File: src/sv/mhd_pkg.sv
// ----------------------------------------------------------------------------
// Modified Hausdorff distance package
// Shared types, sizes and codes of the distance engine.
// ----------------------------------------------------------------------------
package mhd_pkg;

  localparam int MAX_POINTS  = 256;
  localparam int MAX_DIM     = 4;
  localparam int COORD_WIDTH = 16;
  localparam int IDX_W       = $clog2(MAX_POINTS);
  localparam int CNT_W       = $clog2(MAX_POINTS + 1);
  localparam int DIFF_W      = COORD_WIDTH + 1;
  localparam int SQ_W        = 2 * DIFF_W;
  localparam int DSQ_W       = SQ_W + 2;
  localparam int ROOT_W      = DSQ_W / 2 + 9;
  localparam int SUM_W       = ROOT_W + IDX_W + 1;
  localparam int DIST_W      = 27;
  localparam int POINT_W     = MAX_DIM * COORD_WIDTH;
  localparam int DIM_W       = 3;

  typedef logic [1:0] opcode_t;
  localparam opcode_t OP_LOAD_A  = 2'd0;
  localparam opcode_t OP_LOAD_B  = 2'd1;
  localparam opcode_t OP_COMPUTE = 2'd2;
  localparam opcode_t OP_CLEAR   = 2'd3;

  typedef logic [1:0] status_t;
  localparam status_t ST_OK    = 2'd0;
  localparam status_t ST_EMPTY = 2'd1;
  localparam status_t ST_FULL  = 2'd2;

  typedef enum logic [3:0] {
    S_IDLE, S_RD, S_ACC, S_NEXTJ, S_ROOT, S_DIV, S_DIR, S_OUT
  } state_t;

  typedef struct packed {
    logic start;
    logic [DSQ_W-1:0] value;
  } root_req_t;

endpackage

File: src/sv/mhd_root.sv
// ----------------------------------------------------------------------------
// Integer square root
// Bit-serial root of d * 65536, one result bit per cycle.
// ----------------------------------------------------------------------------
module mhd_root
  import mhd_pkg::*;
(
  input  logic              clk,
  input  logic              rst_n,
  input  root_req_t         req,
  output logic              done,
  output logic [ROOT_W-1:0] root
);

  localparam int RAD_W = 2 * ROOT_W;
  localparam int STEP_W = $clog2(ROOT_W + 1);

  logic [RAD_W-1:0]  rad_r, rad_nxt;
  logic [RAD_W+1:0]  rem_r, rem_nxt;
  logic [ROOT_W-1:0] root_r, root_nxt;
  logic [STEP_W-1:0] step_r, step_nxt;
  logic              busy_r, busy_nxt;
  logic              done_r, done_nxt;
  logic [RAD_W+1:0]  shifted;
  logic [RAD_W+1:0]  trial;

  always_comb begin
    rad_nxt  = rad_r;
    rem_nxt  = rem_r;
    root_nxt = root_r;
    step_nxt = step_r;
    busy_nxt = busy_r;
    done_nxt = 1'b0;
    shifted  = {rem_r[RAD_W-1:0], rad_r[RAD_W-1 -: 2]};
    trial    = {{(RAD_W + 2 - ROOT_W - 2){1'b0}}, root_r, 2'b01};
    if (req.start) begin
      rad_nxt  = {{(RAD_W - DSQ_W - 16){1'b0}}, req.value, 16'd0};
      rem_nxt  = '0;
      root_nxt = '0;
      step_nxt = STEP_W'(ROOT_W);
      busy_nxt = 1'b1;
    end else if (busy_r) begin
      rad_nxt = {rad_r[RAD_W-3:0], 2'b00};
      if (shifted >= trial) begin
        rem_nxt  = shifted - trial;
        root_nxt = {root_r[ROOT_W-2:0], 1'b1};
      end else begin
        rem_nxt  = shifted;
        root_nxt = {root_r[ROOT_W-2:0], 1'b0};
      end
      step_nxt = step_r - 1'b1;
      if (step_r == STEP_W'(1)) begin
        busy_nxt = 1'b0;
        done_nxt = 1'b1;
      end
    end
  end

  always_ff @(posedge clk) begin
    if (!rst_n) begin
      busy_r <= 1'b0;
      done_r <= 1'b0;
      step_r <= '0;
    end else begin
      busy_r <= busy_nxt;
      done_r <= done_nxt;
      step_r <= step_nxt;
    end
    rad_r  <= rad_nxt;
    rem_r  <= rem_nxt;
    root_r <= root_nxt;
  end

  assign done = done_r;
  assign root = root_r;

endmodule

File: config.mk
export PLATFORM = sky130hd
export DESIGN_NAME = mhd_root
export DESIGN_NICKNAME = d
export VERILOG_FILES = /design/src/sv/mhd_pkg.sv /design/src/sv/mhd_root.sv
export SDC_FILE = /design/constraint.sdc
export NUM_CORES = 1
export LEC_CHECK = 0
export ABC_AREA = 1
export BUFFER_PORTS_ARGS = -buffer_cell sky130_fd_sc_hd__buf_4
export CAP_MARGIN = 10
export CORE_ASPECT_RATIO = 1.4
export CORE_MARGIN = 2
export CORE_UTILIZATION = 44
export CTS_BUF_LIST = sky130_fd_sc_hd__clkbuf_4 sky130_fd_sc_hd__clkbuf_8
export DETAILED_ROUTE_END_ITERATION = 6
export PLACE_DENSITY = 0.66
export SYNTH_ARGS = -nofsm -noshare
export SYNTH_HDL_FRONTEND = slang
export SYNTH_SLANG_ARGS = --single-unit
File: constraint.sdc
create_clock -name clk -period 2.65 [get_ports clk]
set_input_delay 0.1325 -clock clk [delete_from_list [all_inputs] [get_ports clk]]
set_output_delay 0.1325 -clock clk [all_outputs]
set_load 0.03 [all_outputs]
---- Word level (Yosys, flattened, before mapping) ----
Cells that the tools add are included.
storage, ports and cells
  bits in registers ....................... 126
  bits of input ports ..................... 39
  output and inout bits ................... 28
  logic and storage cells ................. 27
operators by class
  $add $sub $neg .......................... 2
  $lt $le $gt $ge ......................... 1
  equality and inequality tests ........... 1
  multiplexer cells ....................... 10
  bitwise operators ....................... 2
  reductions and logical operators ........ 3
operator list
  cell                 count
  $mux 52              2
  $ge 56x29->1         1
  $mux 54              1
  $sub 54x29->54       1
  $mux 5               2
  $eq 5x1->1 const B   1
  $mux 1               5
  $sub 5x1->5 const B  1
  $reduce_or 3->1      1
  $not 1->1            2
  $reduce_bool 2->1    1
  $reduce_or 2->1      1

---- Longest topological paths before layout ----
  word-level depth ........................ 4
  depth in mapped cells ................... 16
  mapped depth without buffers ............ 16

---- Least setup slack after synthesis ----
OpenSTA, ideal clock, no wires.
  kind .................................... register to register
  start ................................... register busy_r
  end ..................................... register rad_r[16], enable pin
  library setup time ...................... 0.415 ns
  arrival time ............................ 1.964 ns
  data required time ...................... 2.235 ns
  slack ................................... 0.271 ns
  stages on the path, launching flop included .. 5
  path buffers ............................ 2
  period minus slack after synthesis ...... 2.379 ns
  cell sequence ........................... dfxtp_1 clkbuf_1 nor2_1 inv_1 clkbuf_1
between the ends
  word-level cells in the longest chain between the ends .. 1
RTL lines
  what                         line            source
  start: declaration           mhd_root.sv:22  logic busy_r, busy_nxt;
  start signal: assignment     mhd_root.sv:65  busy_r <= busy_nxt;
  $reduce_bool 2->1 (no line)  --
  end signal: assignment       mhd_root.sv:69  rad_r <= rad_nxt;
  end: declaration             mhd_root.sv:18  logic [RAD_W-1:0] rad_r, rad_nxt;
Every way passes these cells.
A chain may end at the register's enable or synchronous reset.

---- Final worst setup path ----
  start ................................... register root_r[9] (netlist: root[9])
  end ..................................... register rem_r[18]
between the ends
  word-level cells in the longest chain between the ends .. 2
  elaborated cells between the ends (all ways) .. 3
  those cells by class .................... 1 x add/sub; 1 x order compare; 1 x mux
RTL lines
  what                                            line                            source
  start: declaration                              mhd_root.sv:20                  logic [ROOT_W-1:0] root_r, root_nxt;
  start signal: assignment                        mhd_root.sv:71                  root_r <= root_nxt;
  $sub 54x29->54 or $ge 56x29->1 (tied branches)  mhd_root.sv:45, mhd_root.sv:44
  $mux 54 (*)                                     mhd_root.sv:44                  if (shifted >= trial) begin
  end signal: assignment                          mhd_root.sv:70                  rem_r <= rem_nxt;
  end: declaration                                mhd_root.sv:19                  logic [RAD_W+1:0] rem_r, rem_nxt;
Mark *: on every way between the ends. The rest lies on a longest branch, timed or not.

==> results.json <==
{
  "status": "completed",
  "dieArea_mm2": 0.0204,
  "critPathMaxFanout": 22,
  "fp.coreArea_mm2": 0.0191,
  "die_h_um": 168,
  "ant_nets": 0,
  "dp_hpwl_um": 19700,
  "min-delay-start": "req[35]",
  "initial_core_util_pct": 44.4,
  "final_cells": 1745,
  "row_count": 60,
  "min_to": "rad_r[51]",
  "drc": 0,
  "die_w_um": 121,
  "place_area_mm2": 0.00932,
  "grt_pass1_wl_um": 40700,
  "syn_area_per_cell_um2": 6.16,
  "grt_use_total_pct": 25.7,
  "max_stage_delay_ns": 0.36,
  "synth_cells": 1373,
  "cts_buffer_depth": 2,
  "setup-violations-final": 0,
  "layout.nets": 1554,
  "cts_tree": "built",
  "wl_um": 26100,
  "max_freq_mhz": 415,
  "pwr-share-clk_pct": 13.1,
  "startpoint_type": "register",
  "cts-root-buf": "clkbuf_8",
  "ioPinCount": 67,
  "maxCapViolCount": 0,
  "worst_pin_slew_ns": 0.856,
  "yosys_warnings": 0,
  "r2r_start": "root[9]",
  "pwr-share-seq_pct": 19.6,
  "cpMostUsedCell": "nand2_1",
  "firstDrtPassIters": 7,
  "gp_congestion": 0.998,
  "synth_cell_types": 37,
  "critPathRequiredTime_ns": 2.99,
  "min_path_cells": 3,
  "end_kind": "register",
  "dp.cells": 1677,
  "p_leak_uw": 0.00526,
  "drv_slew": 0,
  "max_slew_margin_pct": 42.9,
  "clk_latency_ns": 0.47,
  "critical_path.cell_chain": "inv_1 > ha_1 > nand2_1 > inv_1 > nand2_1 > nand2_1 > a21oi_1 > nand2_2 > nand2_2 > nand3_4 > buf_12 > inv_2 > nand2_1 > nand3_1 > o21ai_0",
  "first_iter_violations": 584,
  "power_density_mw_per_mm2": 1290,
  "holdCritPathClass": "input pin to register",
  "area_growth_syn_to_layout_pct": 19.2,
  "vias": 8642,
  "hold_viol": 0,
  "crit_slowest_cell": "ha_1",
  "p_switching_uw": 7160,
  "final_cell_area_mm2": 0.0101,
  "sw_frac_of_total_pct": 55.0,
  "rsz0062_at_grt": "no",
  "post-route-period-util_pct": 90.9,
  "post_drt_wl_per_cell_um": 14.9,
  "vias_per_cell": 4.95,
  "power_uw": 13000,
  "clk_pin_slew_worst_paths_ns": 0.08,
  "synth_area_mm2": 0.00846,
  "syn-num-nets": 1443,
  "cts_inserted_buffers": 17,
  "cts_max_level": 4,
  "fin_hold_ws_ns": 0.0239,
  "synth_seq_cells": 126,
  "worst_ep_arrival_time_ns": 2.74,
  "antenna_found_initial": 0,
  "combPwrFrac_pct": 67.3,
  "r2r_end": "rem_r[18]",
  "cts_setup_buffers": 0,
  "portBuffers": 66,
  "intPower_uw": 5860,
  "ir_worst_vdd_mv": 0.413,
  "place_ws_ns": 0.00988,
  "seq_area_frac_synth_pct": 34.1,
  "rr_worst_depth": 15,
  "grt_pass1_vias": 8190,
  "reg2reg_slack_ns": 0.24,
  "finClkSkew_ns": 0.0179,
  "fin_crit_ns": 2.41,
  "criticalPathCategory": "register to register",
  "antennaDiodeCount": 0,
  "overflow": 0,
  "grt_max_degree": 56,
  "fin_ws_ns": 0.240,
  "final_layout_size_suffix_gt1_share_pct": 9.89,
  "cts_sinks": 126
}
routing by layer:
layer  up-vias  global-route usage (%)  share of wire (%)
met3        69                    4.51                3.6
met5         -                       0                  0
met2       207                    44.8                 49
li1       4474                       -                  -
met1      3892                    28.4                 40
met4         0                    16.7                6.8
area by class of cell:
type	count	area, um^2
Fill cell	1965	8970
Multi-Input combinational cell	979	4560
Sequential cell	126	2880
Timing Repair Buffer	126	1080
Inverter	234	878
Tap cell	248	310
Clock buffer	17	234
Clock inverter	15	154
worst max-delay path by stage:
stage	start	to	slack, ns	cells after the start
floorplan	busy_r	rad_r[16]	0.27	4
global placement	root[14]	root[0]	-0.0007	13
detailed placement	root[14]	root[0]	0.01	13
CTS	root[14]	root[0]	0.0006	13
global route	root[17]	rem_r[31]	0.003	15
finish	root[9]	rem_r[18]	0.24	15
cell usage after synthesis, drive strengths merged:
master  instances  area [um^2]
o22ai          30          188
clkinv          1         3.75
xor2            5         43.8
buf             9         67.6
nand3b         10         75.1
nand2         563         2120
nor3            7         35.0
o41ai           1         8.76
o211ai          3         27.5
a31oi           2         12.5
nand3          64          333
nor2          116          455
xnor2          20          175
or2             4         25.0
a21oi          40          200
o21ai          55          275
a21boi          1         7.51
dfxtp          90         1800
inv           233          875
and2            3         18.8
clkbuf         25         93.8
ha             31          388
nand4          23          144
a221oi          1         8.76
edfxtp         36         1080
critical path: cells and delay by family, from the launching register on:
family	cells	cell delay [ns]
flops	1	0.34
compound gates	2	0.36
simple gates	8	0.77
buf+inv	4	0.44
fa+ha+maj	1	0.36
metrics by stage:
step | utilization, % | TNS [ns]
final | 52.9 | 0
after global routing | 52.9 | 0
after CTS | 52.7 | 0
after detailed placement | 48.9 | 0
after global placement | 48.9 | -0.000748
after floorplan | - | 0
cells in the final DEF (no fill, tap or decap), types with 2 or more instances in the layout:
master | Yosys | final
a31oi_1 | 2 | 2
o22ai_1 | 30 | 29
nor2_2 | 5 | 9
clkinv_4 | 0 | 4
edfxtp_1 | 36 | 36
nor2_1 | 110 | 106
nand3_1 | 63 | 63
inv_1 | 226 | 225
xor2_1 | 5 | 5
clkinvlp_4 | 0 | 3
inv_2 | 7 | 8
xnor2_1 | 20 | 20
inv_6 | 0 | 5
inv_8 | 0 | 2
nand4_1 | 23 | 23
or2_0 | 2 | 2
nand2_1 | 560 | 560
nand2_2 | 3 | 3
dfxtp_1 | 90 | 90
and2_1 | 3 | 3
o211ai_1 | 2 | 2
nor3_1 | 7 | 7
dlygate4sd3_1 | 0 | 35
o21ai_1 | 5 | 5
ha_1 | 31 | 31
a21oi_1 | 40 | 40
clkbuf_8 | 0 | 17
buf_12 | 0 | 2
o21ai_0 | 50 | 50
nand3b_1 | 10 | 10
buf_4 | 2 | 88
timing repair:
action,4_1_cts,5_1_grt
endpoints found under the setup margin,0,11
endpoints found under the hold margin,41,0
gates resized for setup,0,3
hold buffers,35,0
state kept, by name (all words and copies together) (netlist names):
register and cells:
done 1, rem_r 54, rad_r 38, step_r 5, root 27, busy_r 1
cell families after synthesis:
family / count (synthesis) / synth area share, %
adders and majority gates: 31 / 4.58
buffers and inverters: 268 / 12.3
and+or+nand+nor: 790 / 37.9
DFF: 126 / 34.1
xor gates and xnor gates: 25 / 2.59
AOI/OAI and AO/OA: 133 / 8.60
power groups by stage:
stage / logic (uW) / registers [uW] / clock network, uW
after floorplan: 5960 / 2500 / 0
after global placement: 8530 / 2590 / 0
after detailed placement: 8550 / 2590 / 0
after CTS: 8630 / 2550 / 1750
after global routing: 9720 / 2590 / 1820
final: 8760 / 2560 / 1710
(Power assumes the default switching activity.)
