### src/sv/mhd_pkg.sv
// ----------------------------------------------------------------------------
// Modified Hausdorff distance package
// Shared types, sizes and codes of the distance engine.
// ----------------------------------------------------------------------------
package mhd_pkg;

  localparam int MAX_POINTS  = 256;
  localparam int MAX_DIM     = 4;
  localparam int COORD_WIDTH = 16;
  localparam int IDX_W       = $clog2(MAX_POINTS);
  localparam int CNT_W       = $clog2(MAX_POINTS + 1);
  localparam int DIFF_W      = COORD_WIDTH + 1;
  localparam int SQ_W        = 2 * DIFF_W;
  localparam int DSQ_W       = SQ_W + 2;
  localparam int ROOT_W      = DSQ_W / 2 + 9;
  localparam int SUM_W       = ROOT_W + IDX_W + 1;
  localparam int DIST_W      = 27;
  localparam int POINT_W     = MAX_DIM * COORD_WIDTH;
  localparam int DIM_W       = 3;

  typedef logic [1:0] opcode_t;
  localparam opcode_t OP_LOAD_A  = 2'd0;
  localparam opcode_t OP_LOAD_B  = 2'd1;
  localparam opcode_t OP_COMPUTE = 2'd2;
  localparam opcode_t OP_CLEAR   = 2'd3;

  typedef logic [1:0] status_t;
  localparam status_t ST_OK    = 2'd0;
  localparam status_t ST_EMPTY = 2'd1;
  localparam status_t ST_FULL  = 2'd2;

  typedef enum logic [3:0] {
    S_IDLE, S_RD, S_ACC, S_NEXTJ, S_ROOT, S_DIV, S_DIR, S_OUT
  } state_t;

  typedef struct packed {
    logic start;
    logic [DSQ_W-1:0] value;
  } root_req_t;

endpackage

### src/sv/mhd_div.sv
// ----------------------------------------------------------------------------
// Restoring divider
// Divides the root sum by the point count, one quotient bit per cycle.
// ----------------------------------------------------------------------------
module mhd_div
  import mhd_pkg::*;
(
  input  logic             clk,
  input  logic             rst_n,
  input  logic             start,
  input  logic [SUM_W-1:0] dividend,
  input  logic [CNT_W-1:0] divisor,
  output logic             done,
  output logic [SUM_W-1:0] quotient
);

  localparam int STEP_W = $clog2(SUM_W + 1);

  logic [SUM_W-1:0]  quo_r, quo_nxt;
  logic [CNT_W:0]    rem_r, rem_nxt;
  logic [CNT_W-1:0]  dvs_r, dvs_nxt;
  logic [STEP_W-1:0] step_r, step_nxt;
  logic              busy_r, busy_nxt;
  logic              done_r, done_nxt;
  logic [CNT_W:0]    shifted;

  always_comb begin
    quo_nxt  = quo_r;
    rem_nxt  = rem_r;
    dvs_nxt  = dvs_r;
    step_nxt = step_r;
    busy_nxt = busy_r;
    done_nxt = 1'b0;
    shifted  = {rem_r[CNT_W-1:0], quo_r[SUM_W-1]};
    if (start) begin
      quo_nxt  = dividend;
      rem_nxt  = '0;
      dvs_nxt  = divisor;
      step_nxt = STEP_W'(SUM_W);
      busy_nxt = 1'b1;
    end else if (busy_r) begin
      if (shifted >= {1'b0, dvs_r}) begin
        rem_nxt = shifted - {1'b0, dvs_r};
        quo_nxt = {quo_r[SUM_W-2:0], 1'b1};
      end else begin
        rem_nxt = shifted;
        quo_nxt = {quo_r[SUM_W-2:0], 1'b0};
      end
      step_nxt = step_r - 1'b1;
      if (step_r == STEP_W'(1)) begin
        busy_nxt = 1'b0;
        done_nxt = 1'b1;
      end
    end
  end

  always_ff @(posedge clk) begin
    if (!rst_n) begin
      busy_r <= 1'b0;
      done_r <= 1'b0;
      step_r <= '0;
    end else begin
      busy_r <= busy_nxt;
      done_r <= done_nxt;
      step_r <= step_nxt;
    end
    quo_r <= quo_nxt;
    rem_r <= rem_nxt;
    dvs_r <= dvs_nxt;
  end

  assign done     = done_r;
  assign quotient = quo_r;

endmodule

### config.mk
export PLATFORM = sky130hd
export DESIGN_NAME = mhd_div
export DESIGN_NICKNAME = d
export VERILOG_FILES = /design/src/sv/mhd_pkg.sv /design/src/sv/mhd_div.sv
export SDC_FILE = /design/constraint.sdc
export NUM_CORES = 1
export LEC_CHECK = 0
export BUFFER_PORTS_ARGS = -buffer_cell sky130_fd_sc_hd__buf_2
export CAP_MARGIN = 20
export CORE_MARGIN = 2
export CORE_UTILIZATION = 56
export DETAILED_ROUTE_END_ITERATION = 16
export PLACE_DENSITY = 0.85
export SLEW_MARGIN = 20
export SYNTH_ARGS = -nofsm -noshare
export SYNTH_HDL_FRONTEND = slang
export SYNTH_SLANG_ARGS = --single-unit
### constraint.sdc
create_clock -name clk -period 4.5 [get_ports clk]
set_input_delay 1.125 -clock clk [delete_from_list [all_inputs] [get_ports clk]]
set_output_delay 1.125 -clock clk [all_outputs]
set_load 0.05 [all_outputs]
; ---- After elaboration in Yosys (flattened, before gate mapping)
; Index checks and enable logic that the tools add are counted.
[word_totals]
regBits = 62
output_inout_bits = 37
wordCells = 26
[op_classes]
n_addsub = 2
magnitude_cmp = 1
n_eq_ne = 1
mux = 10
bitwise = 2
n_reduce_logical = 3
[op_table]
columns = operator, count
row1 = 36-bit 2-to-1 mux, 2
row2 = 6-bit 2-to-1 mux, 2
row3 = 10-bit by 9-bit >= comparator with 1-bit output, 1
row4 = 9-bit 2-to-1 mux, 1
row5 = 9-bit subtractor, 1
row6 = "6-bit by 1-bit == test with 1-bit output, second input constant", 1
row7 = "6-bit by 1-bit subtractor with 6-bit output, second input constant", 1
row8 = 1-bit 2-to-1 mux, 5
row9 = 3-bit OR reduction, 1
row10 = 1-bit NOT, 2
row11 = 2-bit nonzero test, 1
row12 = 2-bit OR reduction, 1

; ---- Longest topological paths before layout
; Gate-level depths: netlist of run 1.
[logic_depth]
depth_word = 4
ltp_mapped = 10
ltp_nobuf = 9

; ---- Least setup slack after synthesis of run 1
; No wires, ideal clock.
[synth_timing]
path_type = in2reg
startpoint = input port start
endpoint = register quo_r[0], in the netlist quotient[0] (enable)
arrival_ps = 2427
required_time_ps = 4106
setup_slack_ps = 1680
cell_stages = 4
n_path_buf = 2
path_cell_list = clkbuf_1 inv_1 clkbuf_1 nand2_1
[synth_between]
elab_chain_cells = 1
[synth_lines]
columns = item, line
row1 = from (decl), mhd_div.sv:10  ; input logic start,
row2 = 2-bit nonzero test (no line), -
row3 = to (signal assigned), mhd_div.sv:67  ; quo_r <= quo_nxt;
row4 = to (decl), mhd_div.sv:19  ; logic [SUM_W-1:0] quo_r, quo_nxt;
; Every way passes these cells.
; A chain may end at the register's enable or synchronous reset.

; ---- Worst setup path after layout of run 1
[layout_timing]
startpoint = register quo_r[35], in the netlist quotient[35]
endpoint = register rem_r[6]
[layout_between]
elab_chain_cells = 2
elab_cells_between_ends = 3
[layout_lines]
columns = item, line
row1 = 9-bit subtractor or 10-bit by 9-bit >= comparator with 1-bit output (tied branches), "mhd_div.sv:43, mhd_div.sv:42"
row2 = 9-bit 2-to-1 mux *, mhd_div.sv:42  ; if (shifted >= {1'b0, dvs_r}) begin
row3 = to (signal assigned), mhd_div.sv:68  ; rem_r <= rem_nxt;
row4 = to (decl), mhd_div.sv:20  ; logic [CNT_W:0] rem_r, rem_nxt;
; Every way passes the cells marked *; elsewhere a longest branch is shown, timed or not.

==> results of run 1 <==
==> where the power goes <==
part / switching [mW] / leakage, nW / internal [mW]
clock network: 0.210 / 0.106 / 0.311
logic: 0.247 / 0.882 / 0.130
registers: 0.0356 / 0.590 / 0.678
total: 0.492 / 1.58 / 1.12
==> sequential cells by signal, summed over array words and instances, names as in the netlist <==
signal and cells:
rem_r 9, quotient 36, busy_r 1, step_r 6
dvs_r 9, done 1
==> through the flow <==
stage,setup slack [ns],utilization (%)
2_1_floorplan,1.68,-
3_3_place_gp,1.91,67.4
3_5_place_dp,1.83,67.4
4_1_cts,1.83,71.6
5_1_grt,1.61,71.6
6_report,1.82,71.6
==> worst register-to-register path, cell delays in order (launching register included) <==
cell	delay, ns
edfxtp_1	0.41
inv_1	0.09
ha_1	0.16
inv_1	0.05
fa_1	0.41
a211oi_2	0.27
o31ai_2	0.15
a211oi_4	0.63
mux2i_1	0.29
a211oi_2	0.08
==> cell type report <==
class                           count  area (um2)  share of cell area (%)
Sequential cell                    62        1690                    46.2
Clock buffer                       10         128                    3.49
Multi-Input combinational cell    139        1170                    32.1
Tap cell                           70        87.6                    2.39
Inverter                           15        56.3                    1.54
Timing Repair Buffer               86         435                    11.9
Clock inverter                      6        86.3                    2.36
==> metal layers <==
metal  global-route usage (%)  up-vias  wire (um)
met5                        0        -          0
met4                     8.18        0         76
met3                     5.06       10        344
met2                     31.9       64       2810
met1                     26.2      948       2510
li1                         -     1013          -
==> worst min path at each step <==
stage | startpoint | endpoint | slack (ns) | cells past startpoint
floorplan | step_r[1]$_SDFFE_PP0P_ | step_r[1]$_SDFFE_PP0P_ | 0.46 | 2
global route | step_r[1]$_SDFFE_PP0P_ | step_r[1]$_SDFFE_PP0P_ | 0.53 | 2
global placement | step_r[1]$_SDFFE_PP0P_ | step_r[1]$_SDFFE_PP0P_ | 0.47 | 2
detailed placement | step_r[1]$_SDFFE_PP0P_ | step_r[1]$_SDFFE_PP0P_ | 0.48 | 2
CTS | step_r[1]$_SDFFE_PP0P_ | step_r[1]$_SDFFE_PP0P_ | 0.51 | 2
finish | step_r[1]$_SDFFE_PP0P_ | step_r[1]$_SDFFE_PP0P_ | 0.51 | 2
==> placed cells by master, fill, tap and decap left out, types with 3 or more instances in the layout <==
master     n
nand4_1    4
xnor2_1    5
mux2i_1    4
nand3_1    3
edfxtp_1  45
mux2_2    35
inv_1     15
nand2_1    9
buf_2     84
xor2_1     6
nor2_1    15
dfxtp_1   17
a211oi_1   4
nor3_1     5
clkbuf_8   9
a21oi_1    5
ha_1      11
a311oi_1   3
a21o_1     3
==> logic make-up after synthesis <==
kind of cell	after synthesis
DFF	62
and+or+nand+nor	46
muxes	39
AOI/OAI and AO/OA	31
buffers and inverters	25
adders and majority gates	12
xor gates and xnor gates	11
==> impl_metrics.yaml, run 1 <==
status:
  status: "finished clean"
critical_path:
  crit_slowest_cell: "a211oi_4"
  crit_type: "reg2reg"
  rrSetupSlack_ns: 1.82
  worstRegToRegCells: 9
  r2r-end: "rem_r[6]$_SDFFE_PP0P_"
  worst-endpoint-arrival_ns: 2.86
  critPathMaxStageDelay_ns: 0.63
  cp_max_fo: 15
  critPathLaunchType: "flop"
  crit_path_end_kind: "flop"
  crit_start: "quotient[35]$_DFFE_PP_"
  crit_required_ns: 4.68
  reg2reg_from: "quotient[35]$_DFFE_PP_"
  cp-endpoint: "rem_r[6]$_SDFFE_PP0P_"
  cp.depth: 9
  cp_top_family: "compound AO/OA/AOI/OAI gates"
  crit_buf_inv: 2
  path_cells: "inv_1, ha_1, inv_1, fa_1, a211oi_2, o31ai_2, a211oi_4, mux2i_1, a211oi_2"
global_route:
  grt_pass1_wl_um: 9240
  grt_max_degree: 43
  grt_use_total_pct: 20.0
  antenna_found_initial: 0
  grt_pass1_vias: 1958
  grt_overflow: 0
die:
  fp.dieArea_um2: 5910
  initial_core_util_pct: 58.2
  num_io_pins: 85
  dieHeight_um: 76.9
  rows: 26
  core_um2: 5110
  die_w_um: 76.9
yosys:
  yosysTopAreaCellShare_pct: 45.4
  avgSynthCellArea_um2: 13.2
  synth_fa_ha_area_share_pct: 5.30
  synth_mux_area_share_pct: 14.6
  yosysWarnings: 0
  synth-edff-count: 45
  synth_area_um2: 2970
  synth_cells: 226
  synth_area_leaders: "edfxtp_1, mux2_2, dfxtp_1"
  synth_area_leader_cell: "edfxtp_1"
  synth_fp_nets: 286
  synth_cell_types: 42
  async_flop_share_pct: 0
  synth_xor_xnor_area_share_pct: 3.24
  synth.most_common_cell: "edfxtp_1"
  synth_common_cells: "edfxtp_1, mux2_2, dfxtp_1"
  synth-main-ff-cell: "edfxtp_1"
  ys_seq_elements: 62
  synth-compound-area-share_pct: 8.67
  synth-simple-area-share_pct: 7.66
  ys_seq_area_share_pct: 56.9
  synth_top_family_by_area: "multiplexers"
placement:
  placed_area_um2: 3440
  dpl.hpwl_um: 4190
  dpl.cell_count: 372
  portBuffers: 84
  gp_congestion: 0.894
drt:
  viasPerCell: 5.24
  wire_per_inst_um: 14.8
  first_pass_iters: 4
  drc: 0
  num_vias: 2035
  routed_wl_um: 5740
  detail-route-antenna-nets: 0
  drtIter0Drc: 106
flow_run:
  drv_cap: 0
final_layout:
  drive_gt1_share_pct: 46.2
  nNetsFinal: 373
  finalInstanceArea_um2: 3660
  area_delta_synth_final_pct: 23.0
  n_fill_cell: 368
  fin_cells: 388
  insertedDiodeCount: 0
power:
  p_per_area_nw_per_um2: 440
  ir_drop_mv: 0.281
  leakagePower_nw: 1.58
  finalPower_mw: 1.61
timing:
  period_minus_slack_ns: 2.68
  hold_slack_ns: 0.509
  period_share_pct: 59.5
  fin_setup_tns_ns: 0
  report.final.slew_viol_count: 0
  grt_setup_unrepaired: "false"
  worst_pin_slew_ns: 0.760
  clock_skew_ns: 0.0116
  setup_viol: 0
  fmax_mhz: 374
  maxSlewHeadroom_pct: 49.2
  hold_violations: 0
clocking:
  h-tree-depth: 3
  numCtsBuffers: 9
  tritoncts: "done"
  cts_resized: 0
  numClockSinks: 62
  clk_pin_slew_ns: 0.07
  cts_setup_buffers: 0
  clock_latency_ns: 0.33
  holdBufCountCts: 0
  clock_path_buffers: 2
  clock-root-buffer: "clkbuf_8"
hold_path:
  hp-class: "reg2reg"
(Power assumes the default switching activity.)
==> run 2, diff against run 1 <==
--- a/config.mk
+++ b/config.mk
@@ -5,12 +5,13 @@
 export SDC_FILE = /design/constraint.sdc
 export NUM_CORES = 1
 export LEC_CHECK = 0
+export ABC_AREA = 1
 export BUFFER_PORTS_ARGS = -buffer_cell sky130_fd_sc_hd__buf_2
 export CAP_MARGIN = 20
 export CORE_MARGIN = 2
-export CORE_UTILIZATION = 56
+export CORE_UTILIZATION = 47
 export DETAILED_ROUTE_END_ITERATION = 16
-export PLACE_DENSITY = 0.85
+export PLACE_DENSITY = 0.76
 export SLEW_MARGIN = 20
 export SYNTH_ARGS = -nofsm -noshare
 export SYNTH_HDL_FRONTEND = slang
==> constraint.sdc (replaced) <==
create_clock -name clk -period 2.24 [get_ports clk]
set_input_delay 0.56 -clock clk [delete_from_list [all_inputs] [get_ports clk]]
set_output_delay 0.56 -clock clk [all_outputs]
set_load 0.05 [all_outputs]
==> run 2 against run 1 <==
Synthesized cell count rose by 58%. Critical path depth rose by 4. Combinational power rose by 64%. Setup slack got worse by 1.7 ns. Register-to-register slack got worse by 1.7 ns. Wire length rose by 13%. Area after synthesis rose by 3.9%. Largest cell class unchanged. Clock skew fell by 0.0043 ns. Critical endpoint is now rem_r[7]$_SDFFE_PP0P_. Die area rose by 22%.
==> impl_metrics.yaml, run 2 <==
status:
  status: "finished clean"
yosys:
  synth_common_cells: "nand2_1, edfxtp_1, inv_1"
  yosysTopAreaCellShare_pct: 43.7
  synth_area_leader_cell: "edfxtp_1"
  synth_area_leaders: "edfxtp_1, nand2_1, dfxtp_1"
  synth.most_common_cell: "nand2_1"
  yosysWarnings: 0
  synth_area_um2: 3090
  synth-edff-count: 45
  synth_fp_nets: 418
  ys_seq_elements: 62
  ys_seq_area_share_pct: 54.8
  synth-main-ff-cell: "edfxtp_1"
  avgSynthCellArea_um2: 8.63
  synth_cells: 358
  async_flop_share_pct: 0
  synth_cell_types: 33
placement:
  dpl.hpwl_um: 4740
  gp_congestion: 0.867
  portBuffers: 84
clocking:
  clk_pin_slew_ns: 0.07
  clock-root-buffer: "clkbuf_8"
  clock_path_buffers: 2
  numClockSinks: 62
  tritoncts: "done"
  clock_latency_ns: 0.32
  h-tree-depth: 3
  numCtsBuffers: 9
final_layout:
  insertedDiodeCount: 0
  nNetsFinal: 505
  drive_gt1_share_pct: 24.9
  area_delta_synth_final_pct: 22.8
  mostFrequentLayoutCells: "nand2_1, buf_2, edfxtp_1, inv_1"
  final_common_cell: "nand2_1"
  largest_register_ff_count: 36
die:
  num_io_pins: 85
  rows: 29
  die_w_um: 85.1
  fp.dieArea_um2: 7240
  core_um2: 6350
  initial_core_util_pct: 48.7
  dieHeight_um: 85.1
global_route:
  grt_overflow: 0
  grt_pass1_vias: 2377
  grt_use_total_pct: 18.5
  grt_pass1_wl_um: 10600
  grt_max_degree: 42
  antenna_found_initial: 0
timing:
  fmax_mhz: 483
  report.final.slew_viol_count: 0
  fin_setup_tns_ns: 0
  period_minus_slack_ns: 2.07
  worst_pin_slew_ns: 0.719
  period_share_pct: 92.4
  maxSlewHeadroom_pct: 51.9
  clock_skew_ns: 0.00725
  grt_setup_unrepaired: "false"
  setup_viol: 0
  hold_violations: 0
power:
  ir_drop_mv: 0.521
  p_per_area_nw_per_um2: 778
  finalPower_mw: 2.95
  leakagePower_nw: 1.96
drt:
  drtIter0Drc: 134
  routed_wl_um: 6470
  drc: 0
  viasPerCell: 4.87
  num_vias: 2569
  wire_per_inst_um: 12.3
  first_pass_iters: 5
  detail-route-antenna-nets: 0
critical_path:
  worstRegToRegCells: 13
  rrSetupSlack_ns: 0.17
  critPathMaxStageDelay_ns: 0.42
  r2r-end: "rem_r[7]$_SDFFE_PP0P_"
  worst-endpoint-arrival_ns: 2.34
  crit_buf_inv: 2
  cp_top_family: "simple AND/OR/NAND/NOR gates"
  path_cells: "inv_1, ha_1, inv_1, fa_1, nand2_1, nand2_2, nand3_2, nand2_2, nand2_4, nand2_2, nand2_1, nand3_1, nand2_1"
  crit_required_ns: 2.51
  cp_max_fo: 11
  critPathLaunchType: "flop"
  reg2reg_from: "quotient[35]$_DFFE_PP_"
  crit_slowest_cell: "fa_1"
  crit_path_end_kind: "flop"
  crit_type: "reg2reg"
hold_path:
  hp-class: "in2reg"
  min_delay_worst_endpoint: "dvs_r[6]$_DFFE_PP_"
  holdCritStartpoint: "divisor[6]"
  min_path_cells: 1
flow_run:
  drv_cap: 0
## run 2: changes by cell type in the layout (fill, tap and decap cells not counted), sizes merged, moves of 4 or more
cell    delta
xor2       -5
mux2      -35
nand3     +15
nand2    +162
inv       +20
nand3b     +9
a211oi     -5
mux2i      -4
## run 2: through the flow
| stage | cell area [um2] | util (%) | hold WS (ns) | setup WS (ns) | std cells |
|---|---|---|---|---|---|
| final | 3790 | 59.7 | 0.409 | 0.169 | 527 |
| after global placement | 3600 | 56.7 | 0.456 | 0.247 | 511 |
| after detailed placement | 3600 | 56.7 | 0.461 | 0.183 | 511 |
| after CTS | 3790 | 59.6 | 0.397 | 0.0744 | 527 |
| after global routing | 3790 | 59.7 | 0.397 | 0.00888 | 527 |
| after floorplan | 3090 | - | 0.444 | 0.149 | 358 |
## run 2: how the worst max path moves through the flow
stage	depth (start not counted)	slack, ns	start	endpoint
4_1_cts	13	0.07	quotient[35]$_DFFE_PP_	rem_r[7]$_SDFFE_PP0P_
5_1_grt	13	0.009	quotient[35]$_DFFE_PP_	rem_r[0]$_SDFFE_PP0P_
3_3_place_gp	4	0.25	start	quotient[5]$_DFFE_PP_
3_5_place_dp	13	0.18	quotient[35]$_DFFE_PP_	rem_r[7]$_SDFFE_PP0P_
2_1_floorplan	11	0.15	quotient[35]$_DFFE_PP_	quotient[0]$_DFFE_PP_
6_report	13	0.17	quotient[35]$_DFFE_PP_	rem_r[7]$_SDFFE_PP0P_
## run 2: kinds of logic after synthesis
kind of cell	Yosys count	synth area share, %
compound gates	15	2.79
xor+xnor	3	0.851
fa+ha+maj	12	5.10
buf+inv	48	6.44
flops	62	54.8
simple gates	218	30.1
## run 2: repair_timing
action / 4_1_cts / 5_1_grt
buffers inserted: 0 / 0
endpoints found under the setup margin: 0 / 9
gates resized for setup: 0 / 1
hold buffers: 0 / 0
## run 2: area by class of cell
| cell class | count | area (um2) |
|---|---|---|
| fillers | 572 | 2560 |
| clock buffers | 10 | 128 |
| flip-flops and latches | 62 | 1690 |
| repair buffers | 88 | 475 |
| clock inverters | 6 | 62.6 |
| inverters | 36 | 135 |
| well taps | 77 | 96.3 |
| multi-input cells | 248 | 1200 |
## run 2: layer usage
metal	part of all wire, %	up-vias	track usage [%]
li1	-	1321	-
met1	44	1160	24.2
met2	49	80	30.2
met3	6.3	8	4.96
met4	1.1	0	5.92
met5	0	-	0
## run 2: power breakdown
| group | switching, mW | internal, mW |
|---|---|---|
| logic | 0.449 | 0.172 |
| clock network | 0.420 | 0.510 |
| registers | 0.0548 | 1.35 |
